## src/design/owb_pkg.sv

```systemverilog
// shared types and constants of the one-wire bus master
`timescale 1ns / 1ps

package owb_pkg;

  localparam int REG_W = 10;

  typedef enum logic [1:0] {
    FUNC_TICK  = 2'd0,
    FUNC_RESET = 2'd1,
    FUNC_WRITE = 2'd2,
    FUNC_READ  = 2'd3
  } func_t;

  localparam logic [2:0] REG_RESET_LOW     = 3'd0;
  localparam logic [2:0] REG_PRESENCE_WAIT = 3'd1;
  localparam logic [2:0] REG_RESET_TAIL    = 3'd2;
  localparam logic [2:0] REG_WRITE_START   = 3'd3;
  localparam logic [2:0] REG_WRITE_DATA    = 3'd4;
  localparam logic [2:0] REG_READ_LOW      = 3'd5;
  localparam logic [2:0] REG_READ_SAMPLE   = 3'd6;
  localparam logic [2:0] REG_READ_TAIL     = 3'd7;

  localparam logic [9:0] RST_RESET_LOW     = 10'd480;
  localparam logic [7:0] RST_PRESENCE_WAIT = 8'd70;
  localparam logic [9:0] RST_RESET_TAIL    = 10'd480;
  localparam logic [7:0] RST_WRITE_START   = 8'd10;
  localparam logic [7:0] RST_WRITE_DATA    = 8'd50;
  localparam logic [7:0] RST_READ_LOW      = 8'd5;
  localparam logic [7:0] RST_READ_SAMPLE   = 8'd5;
  localparam logic [7:0] RST_READ_TAIL     = 8'd50;

  typedef struct packed {
    logic [9:0] reset_low;
    logic [7:0] presence_wait;
    logic [9:0] reset_tail;
    logic [7:0] write_start;
    logic [7:0] write_data;
    logic [7:0] read_low;
    logic [7:0] read_sample;
    logic [7:0] read_tail;
  } timing_t;

  typedef struct packed {
    func_t      func;
    logic [7:0] tx_byte;
    logic       line_level;
  } item_t;

  typedef struct packed {
    logic       drive_low;
    logic       busy_res;
    logic       done_res;
    logic [7:0] rx_byte;
    logic       device_present;
  } result_t;

endpackage

```

## src/design/owb_cfg.sv

```systemverilog
// timing register file written through the configuration channel
`timescale 1ns / 1ps

module owb_cfg (
  input  logic               clk,
  input  logic               rst_n,
  input  logic               cfg_valid,
  input  logic [2:0]         cfg_addr,
  input  logic [9:0]         cfg_data,
  output owb_pkg::timing_t   timing
);

  owb_pkg::timing_t timing_r;
  owb_pkg::timing_t timing_nxt;

  always_comb begin
    timing_nxt = timing_r;
    if (cfg_valid) begin
      unique case (cfg_addr)
        owb_pkg::REG_RESET_LOW:     timing_nxt.reset_low     = cfg_data;
        owb_pkg::REG_PRESENCE_WAIT: timing_nxt.presence_wait = cfg_data[7:0];
        owb_pkg::REG_RESET_TAIL:    timing_nxt.reset_tail    = cfg_data;
        owb_pkg::REG_WRITE_START:   timing_nxt.write_start   = cfg_data[7:0];
        owb_pkg::REG_WRITE_DATA:    timing_nxt.write_data    = cfg_data[7:0];
        owb_pkg::REG_READ_LOW:      timing_nxt.read_low      = cfg_data[7:0];
        owb_pkg::REG_READ_SAMPLE:   timing_nxt.read_sample   = cfg_data[7:0];
        owb_pkg::REG_READ_TAIL:     timing_nxt.read_tail     = cfg_data[7:0];
        default: ;
      endcase
    end
  end

  always_ff @(posedge clk) begin
    if (!rst_n) begin
      timing_r.reset_low     <= owb_pkg::RST_RESET_LOW;
      timing_r.presence_wait <= owb_pkg::RST_PRESENCE_WAIT;
      timing_r.reset_tail    <= owb_pkg::RST_RESET_TAIL;
      timing_r.write_start   <= owb_pkg::RST_WRITE_START;
      timing_r.write_data    <= owb_pkg::RST_WRITE_DATA;
      timing_r.read_low      <= owb_pkg::RST_READ_LOW;
      timing_r.read_sample   <= owb_pkg::RST_READ_SAMPLE;
      timing_r.read_tail     <= owb_pkg::RST_READ_TAIL;
    end else begin
      timing_r <= timing_nxt;
    end
  end

  assign timing = timing_r;

endmodule

```

## src/design/owb_core.sv

```systemverilog
// bus sequencer: advances the slot timing by one tick per beat
`timescale 1ns / 1ps

module owb_core #(
  parameter int COUNT_WIDTH = 10
) (
  input  logic               clk,
  input  logic               rst_n,
  input  logic               step_en,
  input  owb_pkg::item_t     item,
  input  owb_pkg::timing_t   timing,
  output owb_pkg::result_t   result
);

  localparam int CMP_W = (COUNT_WIDTH > owb_pkg::REG_W) ? COUNT_WIDTH : owb_pkg::REG_W;
  localparam logic [COUNT_WIDTH-1:0] CNT_MAX = {COUNT_WIDTH{1'b1}};

  typedef enum logic [3:0] {
    PH_IDLE     = 4'd0,
    PH_RST_LOW  = 4'd1,
    PH_RST_WAIT = 4'd2,
    PH_RST_TAIL = 4'd3,
    PH_WR_START = 4'd4,
    PH_WR_DATA  = 4'd5,
    PH_RD_LOW   = 4'd6,
    PH_RD_WAIT  = 4'd7,
    PH_RD_TAIL  = 4'd8,
    PH_GAP      = 4'd9
  } phase_t;

  phase_t                   phase_r, phase_nxt;
  owb_pkg::func_t           kind_r, kind_nxt;
  logic [COUNT_WIDTH-1:0]   cnt_r, cnt_nxt;
  logic [2:0]               bit_r, bit_nxt;
  logic [7:0]               shift_r, shift_nxt;
  logic                     pres_r, pres_nxt;
  logic                     drive_r, drive_nxt;

  logic [COUNT_WIDTH-1:0]   cnt_inc;
  logic [owb_pkg::REG_W-1:0] limit;
  logic                     over;
  logic                     done;
  logic [7:0]               rx;

  // count limit of the current phase
  always_comb begin
    unique case (phase_r)
      PH_RST_LOW:  limit = timing.reset_low;
      PH_RST_WAIT: limit = owb_pkg::REG_W'(timing.presence_wait);
      PH_RST_TAIL: limit = timing.reset_tail;
      PH_WR_START: limit = owb_pkg::REG_W'(timing.write_start);
      PH_WR_DATA:  limit = owb_pkg::REG_W'(timing.write_data);
      PH_RD_LOW:   limit = owb_pkg::REG_W'(timing.read_low);
      PH_RD_WAIT:  limit = owb_pkg::REG_W'(timing.read_sample);
      PH_RD_TAIL:  limit = owb_pkg::REG_W'(timing.read_tail);
      default:     limit = '0;
    endcase
  end

  assign cnt_inc = (cnt_r == CNT_MAX) ? cnt_r : cnt_r + 1'b1;
  assign over    = (CMP_W'(cnt_inc) >= CMP_W'(limit)) || (cnt_inc == CNT_MAX);

  always_comb begin
    phase_nxt = phase_r;
    kind_nxt  = kind_r;
    cnt_nxt   = cnt_r;
    bit_nxt   = bit_r;
    shift_nxt = shift_r;
    pres_nxt  = pres_r;
    drive_nxt = drive_r;
    done      = 1'b0;
    unique case (phase_r)
      PH_IDLE: begin
        if (item.func != owb_pkg::FUNC_TICK) begin
          kind_nxt  = item.func;
          bit_nxt   = '0;
          cnt_nxt   = '0;
          drive_nxt = 1'b1;
          unique case (item.func)
            owb_pkg::FUNC_RESET: phase_nxt = PH_RST_LOW;
            owb_pkg::FUNC_WRITE: begin
              shift_nxt = item.tx_byte;
              phase_nxt = PH_WR_START;
            end
            default: begin
              shift_nxt = '0;
              phase_nxt = PH_RD_LOW;
            end
          endcase
        end
      end
      PH_RST_LOW: begin
        cnt_nxt = cnt_inc;
        if (over) begin
          phase_nxt = PH_RST_WAIT;
          drive_nxt = 1'b0;
          cnt_nxt   = '0;
        end
      end
      PH_RST_WAIT: begin
        cnt_nxt = cnt_inc;
        if (over) begin
          pres_nxt  = ~item.line_level;
          phase_nxt = PH_RST_TAIL;
          drive_nxt = 1'b0;
          cnt_nxt   = '0;
        end
      end
      PH_RST_TAIL: begin
        cnt_nxt = cnt_inc;
        if (over) begin
          phase_nxt = PH_IDLE;
          drive_nxt = 1'b0;
          cnt_nxt   = '0;
          done      = 1'b1;
        end
      end
      PH_WR_START: begin
        cnt_nxt = cnt_inc;
        if (over) begin
          phase_nxt = PH_WR_DATA;
          drive_nxt = ~shift_r[bit_r];
          cnt_nxt   = '0;
        end
      end
      PH_WR_DATA: begin
        cnt_nxt = cnt_inc;
        if (over) begin
          drive_nxt = 1'b0;
          cnt_nxt   = '0;
          if (bit_r == 3'd7) begin
            phase_nxt = PH_IDLE;
            done      = 1'b1;
          end else begin
            bit_nxt   = bit_r + 3'd1;
            phase_nxt = PH_GAP;
          end
        end
      end
      PH_RD_LOW: begin
        cnt_nxt = cnt_inc;
        if (over) begin
          phase_nxt = PH_RD_WAIT;
          drive_nxt = 1'b0;
          cnt_nxt   = '0;
        end
      end
      PH_RD_WAIT: begin
        cnt_nxt = cnt_inc;
        if (over) begin
          shift_nxt = shift_r | (8'(item.line_level) << bit_r);
          phase_nxt = PH_RD_TAIL;
          drive_nxt = 1'b0;
          cnt_nxt   = '0;
        end
      end
      PH_RD_TAIL: begin
        cnt_nxt = cnt_inc;
        if (over) begin
          drive_nxt = 1'b0;
          cnt_nxt   = '0;
          if (bit_r == 3'd7) begin
            phase_nxt = PH_IDLE;
            done      = 1'b1;
          end else begin
            bit_nxt   = bit_r + 3'd1;
            phase_nxt = PH_GAP;
          end
        end
      end
      PH_GAP: begin
        // one released tick between slots
        phase_nxt = (kind_r == owb_pkg::FUNC_READ) ? PH_RD_LOW : PH_WR_START;
        drive_nxt = 1'b1;
        cnt_nxt   = '0;
      end
      default: begin
        phase_nxt = PH_IDLE;
        drive_nxt = 1'b0;
        cnt_nxt   = '0;
      end
    endcase
  end

  assign rx = (done && kind_r == owb_pkg::FUNC_READ) ? shift_nxt : 8'd0;

  always_ff @(posedge clk) begin
    if (!rst_n) begin
      phase_r <= PH_IDLE;
      kind_r  <= owb_pkg::FUNC_TICK;
      cnt_r   <= '0;
      bit_r   <= '0;
      shift_r <= '0;
      pres_r  <= 1'b0;
      drive_r <= 1'b0;
    end else if (step_en) begin
      phase_r <= phase_nxt;
      kind_r  <= kind_nxt;
      cnt_r   <= cnt_nxt;
      bit_r   <= bit_nxt;
      shift_r <= shift_nxt;
      pres_r  <= pres_nxt;
      drive_r <= drive_nxt;
    end
  end

  always_comb begin
    result.drive_low      = drive_nxt;
    result.busy_res       = (phase_nxt != PH_IDLE);
    result.done_res       = done;
    result.rx_byte        = rx;
    result.device_present = pres_nxt;
  end

endmodule

```

## src/design/onewire_bus_master_top.sv

```systemverilog
// top level of the one-wire bus master
`timescale 1ns / 1ps

// one-wire bus master, one tick per input beat
// in_*: tick beats; in_tuser carries the command (0 tick only, 1 reset with
//   presence detect, 2 write byte, 3 read byte), in_tdata the write byte and
//   the sampled line level; a command seen while busy is ignored
// out_*: one result beat per input beat with the line drive, busy, done, the
//   received byte (on done of a read) and the presence flag
// cfg_*: timing registers in ticks, always ready; write only while idle
// path: input register, sequencer step, result register, then out_*
// throughput: one beat per cycle while out_tready is high; the input register
//   and the result register run as a two-stage pipeline, and the tick counter
//   advances once per beat
// reset: sequencer idle with the line released, presence flag clear, timing
//   registers at their default counts, both stages empty
// stall: while out_tready is low the result holds, the input stage holds one
//   beat, and in_tready drops once both are full; no beat is lost

module onewire_bus_master_top #(
  parameter int COUNT_WIDTH = 10
) (
  input  logic        clk,
  input  logic        rst_n,
  input  logic        in_tvalid,
  output logic        in_tready,
  input  logic [15:0] in_tdata,   // tx_byte[7:0], line_level[8], zero[15:9]
  input  logic [1:0]  in_tuser,   // func[1:0]
  output logic        out_tvalid,
  input  logic        out_tready,
  output logic [15:0] out_tdata,  // drive_low[0], busy_res[1], done_res[2],
                                  // rx_byte[10:3], device_present[11], zero[15:12]
  input  logic        cfg_valid,
  output logic        cfg_ready,
  input  logic [2:0]  cfg_addr,
  input  logic [9:0]  cfg_data
);

  owb_pkg::timing_t timing;
  owb_pkg::item_t   s1_item_r;
  logic             s1_valid_r;
  owb_pkg::result_t step_res;
  owb_pkg::result_t out_res_r;
  logic             out_valid_r;
  logic             adv;

  assign cfg_ready = 1'b1;

  owb_cfg u_cfg (
    .clk       (clk),
    .rst_n     (rst_n),
    .cfg_valid (cfg_valid),
    .cfg_addr  (cfg_addr),
    .cfg_data  (cfg_data),
    .timing    (timing)
  );

  owb_core #(
    .COUNT_WIDTH (COUNT_WIDTH)
  ) u_core (
    .clk     (clk),
    .rst_n   (rst_n),
    .step_en (adv),
    .item    (s1_item_r),
    .timing  (timing),
    .result  (step_res)
  );

  assign adv       = s1_valid_r && (!out_valid_r || out_tready);
  assign in_tready = !s1_valid_r || adv;

  always_ff @(posedge clk) begin
    if (!rst_n) begin
      s1_valid_r  <= 1'b0;
      out_valid_r <= 1'b0;
    end else begin
      if (in_tready) begin
        s1_valid_r <= in_tvalid;
      end
      if (adv) begin
        out_valid_r <= 1'b1;
      end else if (out_tready) begin
        out_valid_r <= 1'b0;
      end
    end
  end

  always_ff @(posedge clk) begin
    if (in_tready && in_tvalid) begin
      s1_item_r.func       <= owb_pkg::func_t'(in_tuser);
      s1_item_r.tx_byte    <= in_tdata[7:0];
      s1_item_r.line_level <= in_tdata[8];
    end
    if (adv) begin
      out_res_r <= step_res;
    end
  end

  assign out_tvalid = out_valid_r;
  assign out_tdata  = {4'b0000, out_res_r.device_present, out_res_r.rx_byte,
                       out_res_r.done_res, out_res_r.busy_res, out_res_r.drive_low};

endmodule

```

## config.mk

```make
export PLATFORM = sky130hd
export DESIGN_NAME = onewire_bus_master_top
export DESIGN_NICKNAME = d
export VERILOG_FILES = /design/src/design/owb_pkg.sv /design/src/design/owb_cfg.sv /design/src/design/owb_core.sv /design/src/design/onewire_bus_master_top.sv
export SDC_FILE = /design/constraint.sdc
export NUM_CORES = 1
export LEC_CHECK = 0
export CAP_MARGIN = 30
export CORE_ASPECT_RATIO = 2
export CORE_MARGIN = 5
export CORE_UTILIZATION = 54
export CTS_BUF_LIST = sky130_fd_sc_hd__clkbuf_16
export CTS_CLUSTER_SIZE = 14
export DETAILED_ROUTE_END_ITERATION = 12
export DONT_BUFFER_PORTS = 1
export PLACE_DENSITY = 0.69
export SKIP_LAST_GASP = 1
export SYNTH_ARGS = -nofsm -noshare
export SYNTH_HDL_FRONTEND = slang
export SYNTH_SLANG_ARGS = --single-unit
```

## constraint.sdc

```tcl
create_clock -name clk -period 5.84 [get_ports clk]
set_clock_uncertainty 0.15 [all_clocks]
set_input_delay 0 -clock clk [delete_from_list [all_inputs] [get_ports clk]]
set_output_delay 0 -clock clk [all_outputs]
set_load 0.01 [all_outputs]
```

# Word-level counts from Yosys, hierarchy flattened
# Cells that the tools add are included.
# totals
regBits	122
inputBits	36
# classes
eq_ne	25
mux	39
n_lt_le_gt_ge	2
add_sub_neg	2
shift	1
bitwise_logic	3
n_reduce_logical	28
# op_table
op	count
case mux 10 bit (8 select lines)	1
two-way mux 4 bit	9
case mux 4 bit (9 select lines)	1
case mux 8 bit (2 select lines)	2
two-way mux 10 bit	3
equality test 10 bit (second input constant)	2
case mux 10 bit (2 select lines)	1
AND reduction 2 bit	9
equality test 4 x 3 -> 1 bit (second input constant)	4
two-way mux 8 bit	2
equality test 3 bit (second input constant)	5
case mux 3 bit (2 select lines)	2
two-way mux 1 bit	11
adder 10 x 1 -> 10 bit (second input constant)	1
>= comparator 10 bit	1
two-way mux 3 bit	3
equality test 4 x 2 -> 1 bit (second input constant)	2
equality test 4 bit (second input constant)	2
OR 8 bit	1
OR reduction 8 bit	1
<< shifter 1 x 3 -> 8 bit	1
OR reduction 7 bit	1
equality test 3 x 2 -> 1 bit (second input constant)	2
nonzero test 2 bit	3
other kinds (22)	30

# Depth between registers and ports, before layout
# depth
word_depth	7
depth_mapped	17

# Modules after synthesis
# From an unflattened synthesis, not the netlist that was laid out.
# unflattened
hier_cells	679
area_unflattened_um2	6372.4
# modules_own_cells
module	cells_per_inst	seq_area_each_um2	area_per_inst_um2	instances
owb_core	389	580.6	2894.0	1
owb_cfg	251	1361.3	2638.8	1
onewire_bus_master_top	39	730.7	839.6	1

# Worst setup path after synthesis
# Ideal clock, no wire load.
# synth_timing
path_type	register to register
startpoint	register u_core.phase_r[0]
endpoint	register out_res_r, in the netlist out_tdata[1] (data pin)
period_less_slack_ps	3940
setup_slack_ps	1900
required_time_ps	5410
t_arrival_ps	3511
path_stages_with_launch	17
setup_time_ps	280
cell_sequence	dfxtp_1 clkbuf_1 clkbuf_1 buf_1 mux2i_1 nor3_1 a221oi_1 nand2_1 ha_1 nand2b_1 a211oi_1 o21ai_0 a221oi_1 o21ai_1 clkbuf_1 o2111ai_1 nand4_1
# synth_rtl
element	line_no	source
start: declaration	owb_core.sv:31	phase_t phase_r, phase_nxt;
start signal: assignment	owb_core.sv:197	phase_r <= phase_nxt;
end signal: assignment	onewire_bus_master_top.sv:95	out_res_r <= step_res;
end: declaration	onewire_bus_master_top.sv:43	owb_pkg::result_t out_res_r;

==> run summary <==
• 2673 µm² — storage element area
• 67 — count of distinct cell types in the synthesized netlist
• 55 — floorplan row count
• 0 — number of warning messages in the yosys log
• 122 — flip-flop and latch count after synthesis
• 11,350 µm² — core box area
• 13,930 µm² — die area
• 0 — count of instances resized after the clock tree is built
• 60 ps — clock-pin slew of the registers on the worst-case setup and hold paths
• 0.3035 — worst max-slew margin expressed relative to the limit
• 4859 ps — Period minus WS final
• 4 — CTS H-tree depth
• 0.8321 — crit share post-route
• 6,006 — vias
• dfxtp_1 — dominant synthesized flop cell
• 48 — largest net degree at the start of global routing
• 875 — number of placed cells counting well taps
• completed — run status
• out_tdata[0] — Crit Reg-Reg Endpoint
• 0 ps — final sum of negative setup slack
• 23 — number of synthesized flops with an enable pin
• 0.2058 GHz — FMAX
• 0.8984 — final weighted congestion in routability-driven placement
• 961 — filler-free cell count of the finished design
• 297.5 nW/µm² — pwr/cell area
• reg -> reg — WS Path Type
• 1010 ps — maximum single-stage delay on the critical path
• 0 — global route overflow
• 162.0 µm — vertical die dimension
• no — setup repair after global routing missed its margin
• 7360 µm² — area of all placed cells without fillers
• 122 — clk sink count
• 3304 µm² — area of the multi-input gates
• nand2_1 — most common library cell in the layout ignoring fill and taps
• 0 — fraction of registers with async set/reset
• a21o_1 — most frequent CP cell
• 980.7 ps — Worst Setup Slack, final
• 12.83 mm — HPWL Detailed
• cfg_addr[2] — startpoint of the worst hold path
• 2 — Clock Path Buffers
• 6235 µm² — combined area of all synthesized cells
• 2.189 mW — power consumption
• 8.118 µm² — average cell area after synthesis
• 0.4287 — fraction of the yosys area taken by sequential cells
• 980 ps — flop2flop setup slack
• 0 — DRC violation count after routing
• nand2_1, dfxtp_1, a21oi_1 — commonest non-fill, non-tap cells in the layout
• dfxtp_1 — library cell contributing the largest single delay on the critical path
• 18.90 mm — post-detailed-routing wire length
• flip-flop — kind of capture point of the worst setup path
• 855 — Final Net Count
• clkbuf_16 — master cell of the clock root buffer
• 0 — count of buffers added by post-CTS timing repair for setup
• u_core.phase_r[1] — reg-to-reg critical path startpoint
• 5 — number of detailed-routing iterations run before antenna repair
• flip-flop — CP Launch Type
• 0.07607 — fraction of final layout cells with drive strength greater than 1
• 29.73 mm — global-route wire length before repair
• 5,918 — number of global-route vias before repair
• u_cfg.timing[28] — capture endpoint of the worst hold path
• 0 — Fin. Hold Viols
• 5860 ps — Worst Path Required
• 768 — number of instances in the synthesized netlist
• 1082 ps — worst slack at placement
• 0 — Final Max Tran Viols
• 2.679 nW — leakage dissipation
• 0 — count of final setup violators
• 972 — fillcell total
• 420 ps — clk_lat worst skew
• 542 — DRC violation total after the first TritonRoute iteration
• 6299 µm² — total cell area at the placement stage
• 2 — initial antenna violation count
• 4880 ps — arrival time of the worst setup path
• 0 — number of routed nets with antenna violations
• yes — CTS tree
• in -> reg — class of the most critical hold timing path
• 4 — Worst Hold Path Cells
• 12 — r2r worst-path depth
• 18.04% — synthesis-to-layout area growth
• nor3_1 > buf_4 > a222oi_1 > o21ai_0 > a21oi_1 > ha_1 > a21o_1 > a21o_1 > a221oi_1 > o21a_1 > o32ai_1 > a31o_2 — Critical Path, Cell by Cell
• 55 — I/O pins
• 26 — largest driver fanout on the critical path
• 0.0002407 V — largest vdd supply drop
• 0.6482 — share of the core filled with cells
• 17 — number of buffers inserted during clock tree synthesis
• 0 — Port Buffers
• 1043 ps — Least-Margin Pin Slew
• 19.66 µm — average routed wire per standard cell
• 0.5491 — initial standard-cell utilization of the core
• 6.250 — vias per cell
• 50 — hold buffers post-CTS
• 85.98 µm — Die W
• 0 — number of maximum-capacitance violations
• 34.05 ps — worst hold slack after final layout
• 0.2768 — Global Route Usage Sum
-- power breakdown --
| group | total, mW | switching [mW] | internal, mW |
|---|---|---|---|
| Sequential | 0.916 | 0.0291 | 0.887 |
| Clock | 0.963 | 0.417 | 0.547 |
| Combinational | 0.310 | 0.199 | 0.111 |
| Total | 2.19 | 0.645 | 1.54 |
-- cell usage after synthesis (4+ instances only) --
cell / number / share of area
nand2b_1: 15 / 0.015
edfxtp_1: 23 / 0.11
o32ai_1: 4 / 0.0056
a22oi_1: 14 / 0.017
buf_1: 13 / 0.0078
mux2_2: 5 / 0.0090
or4_1: 7 / 0.0084
and3_1: 5 / 0.0050
nor2_1: 47 / 0.028
a32oi_1: 4 / 0.0056
a31oi_1: 16 / 0.016
ha_1: 17 / 0.034
a22o_1: 11 / 0.015
nand2_1: 182 / 0.11
nand4_1: 6 / 0.0060
nand3_1: 39 / 0.031
inv_1: 12 / 0.0072
o2111ai_1: 4 / 0.0056
dfxtp_1: 99 / 0.32
mux2i_1: 9 / 0.014
buf_4: 5 / 0.0060
clkbuf_1: 30 / 0.018
a21oi_1: 69 / 0.055
nor3_1: 22 / 0.018
a221oi_1: 4 / 0.0056
a222oi_1: 6 / 0.0096
nor2b_1: 13 / 0.013
o211ai_1: 8 / 0.0096
o21ai_0: 26 / 0.021
-- flip-flops by register name (all words and copies together), names as in the netlist, 2 cells and up --
register,count
out_tdata,12
s1_item_r,11
u_cfg.timing,68
u_core.bit_r,3
u_core.cnt_r,10
u_core.kind_r,2
u_core.phase_r,4
u_core.shift_r,8
-- layer usage --
layer	vias up	share of wire	track usage	wire length (µm)
li1	2836	-	-	-
met1	2803	0.34	0.2786	6510
met2	273	0.53	0.4772	9948
met3	94	0.053	0.05279	1005
met4	0	0.076	0.2327	1431
met5	-	0	0	0
-- worst max-delay path, delay by kind of cell, from the launching register on --
kind | cells | cell delay [ps]
adder cells (fa/ha/maj) | 1 | 310
AND/OR/NAND/NOR | 1 | 110
buffers and inverters | 1 | 230
AO/OA/AOI/OAI | 9 | 2800
flip-flops | 1 | 1010
-- cell families (layout without fill, tap and decap cells) --
kind of cell | Yosys count | after routing | share of synthesized area
adders and majority gates | 17 | 17 | 0.03412
and+or+nand+nor | 357 | 357 | 0.2635
DFF | 122 | 122 | 0.4287
xor gates and xnor gates | 2 | 2 | 0.002810
muxes | 16 | 16 | 0.03070
buffers and inverters | 64 | 108 | 0.04315
other | 2 | 9 | 0.001205
AOI/OAI and AO/OA | 188 | 188 | 0.1959
-- final cells by class --
class	count	share of cell area
Multi-Input combinational cell	585	0.4490
Sequential cell	122	0.3631
Timing Repair Buffer	63	0.08228
Clock buffer	17	0.05780
Tap cell	142	0.02414
Clock inverter	15	0.01564
Inverter	13	0.006630
Antenna cell	4	0.001360
-- how the worst max path moves through the flow --
stage / startpoint / to
floorplan: u_core.phase_r[0] / out_tdata[1]
global placement: u_core.phase_r[1] / out_tdata[0]
detailed placement: u_core.phase_r[1] / out_tdata[0]
CTS: u_core.phase_r[1] / out_tdata[0]
global route: u_core.phase_r[1] / out_tdata[0]
finish: u_core.phase_r[1] / out_tdata[0]
No activity file was read; power rests on OpenSTA's default activity.
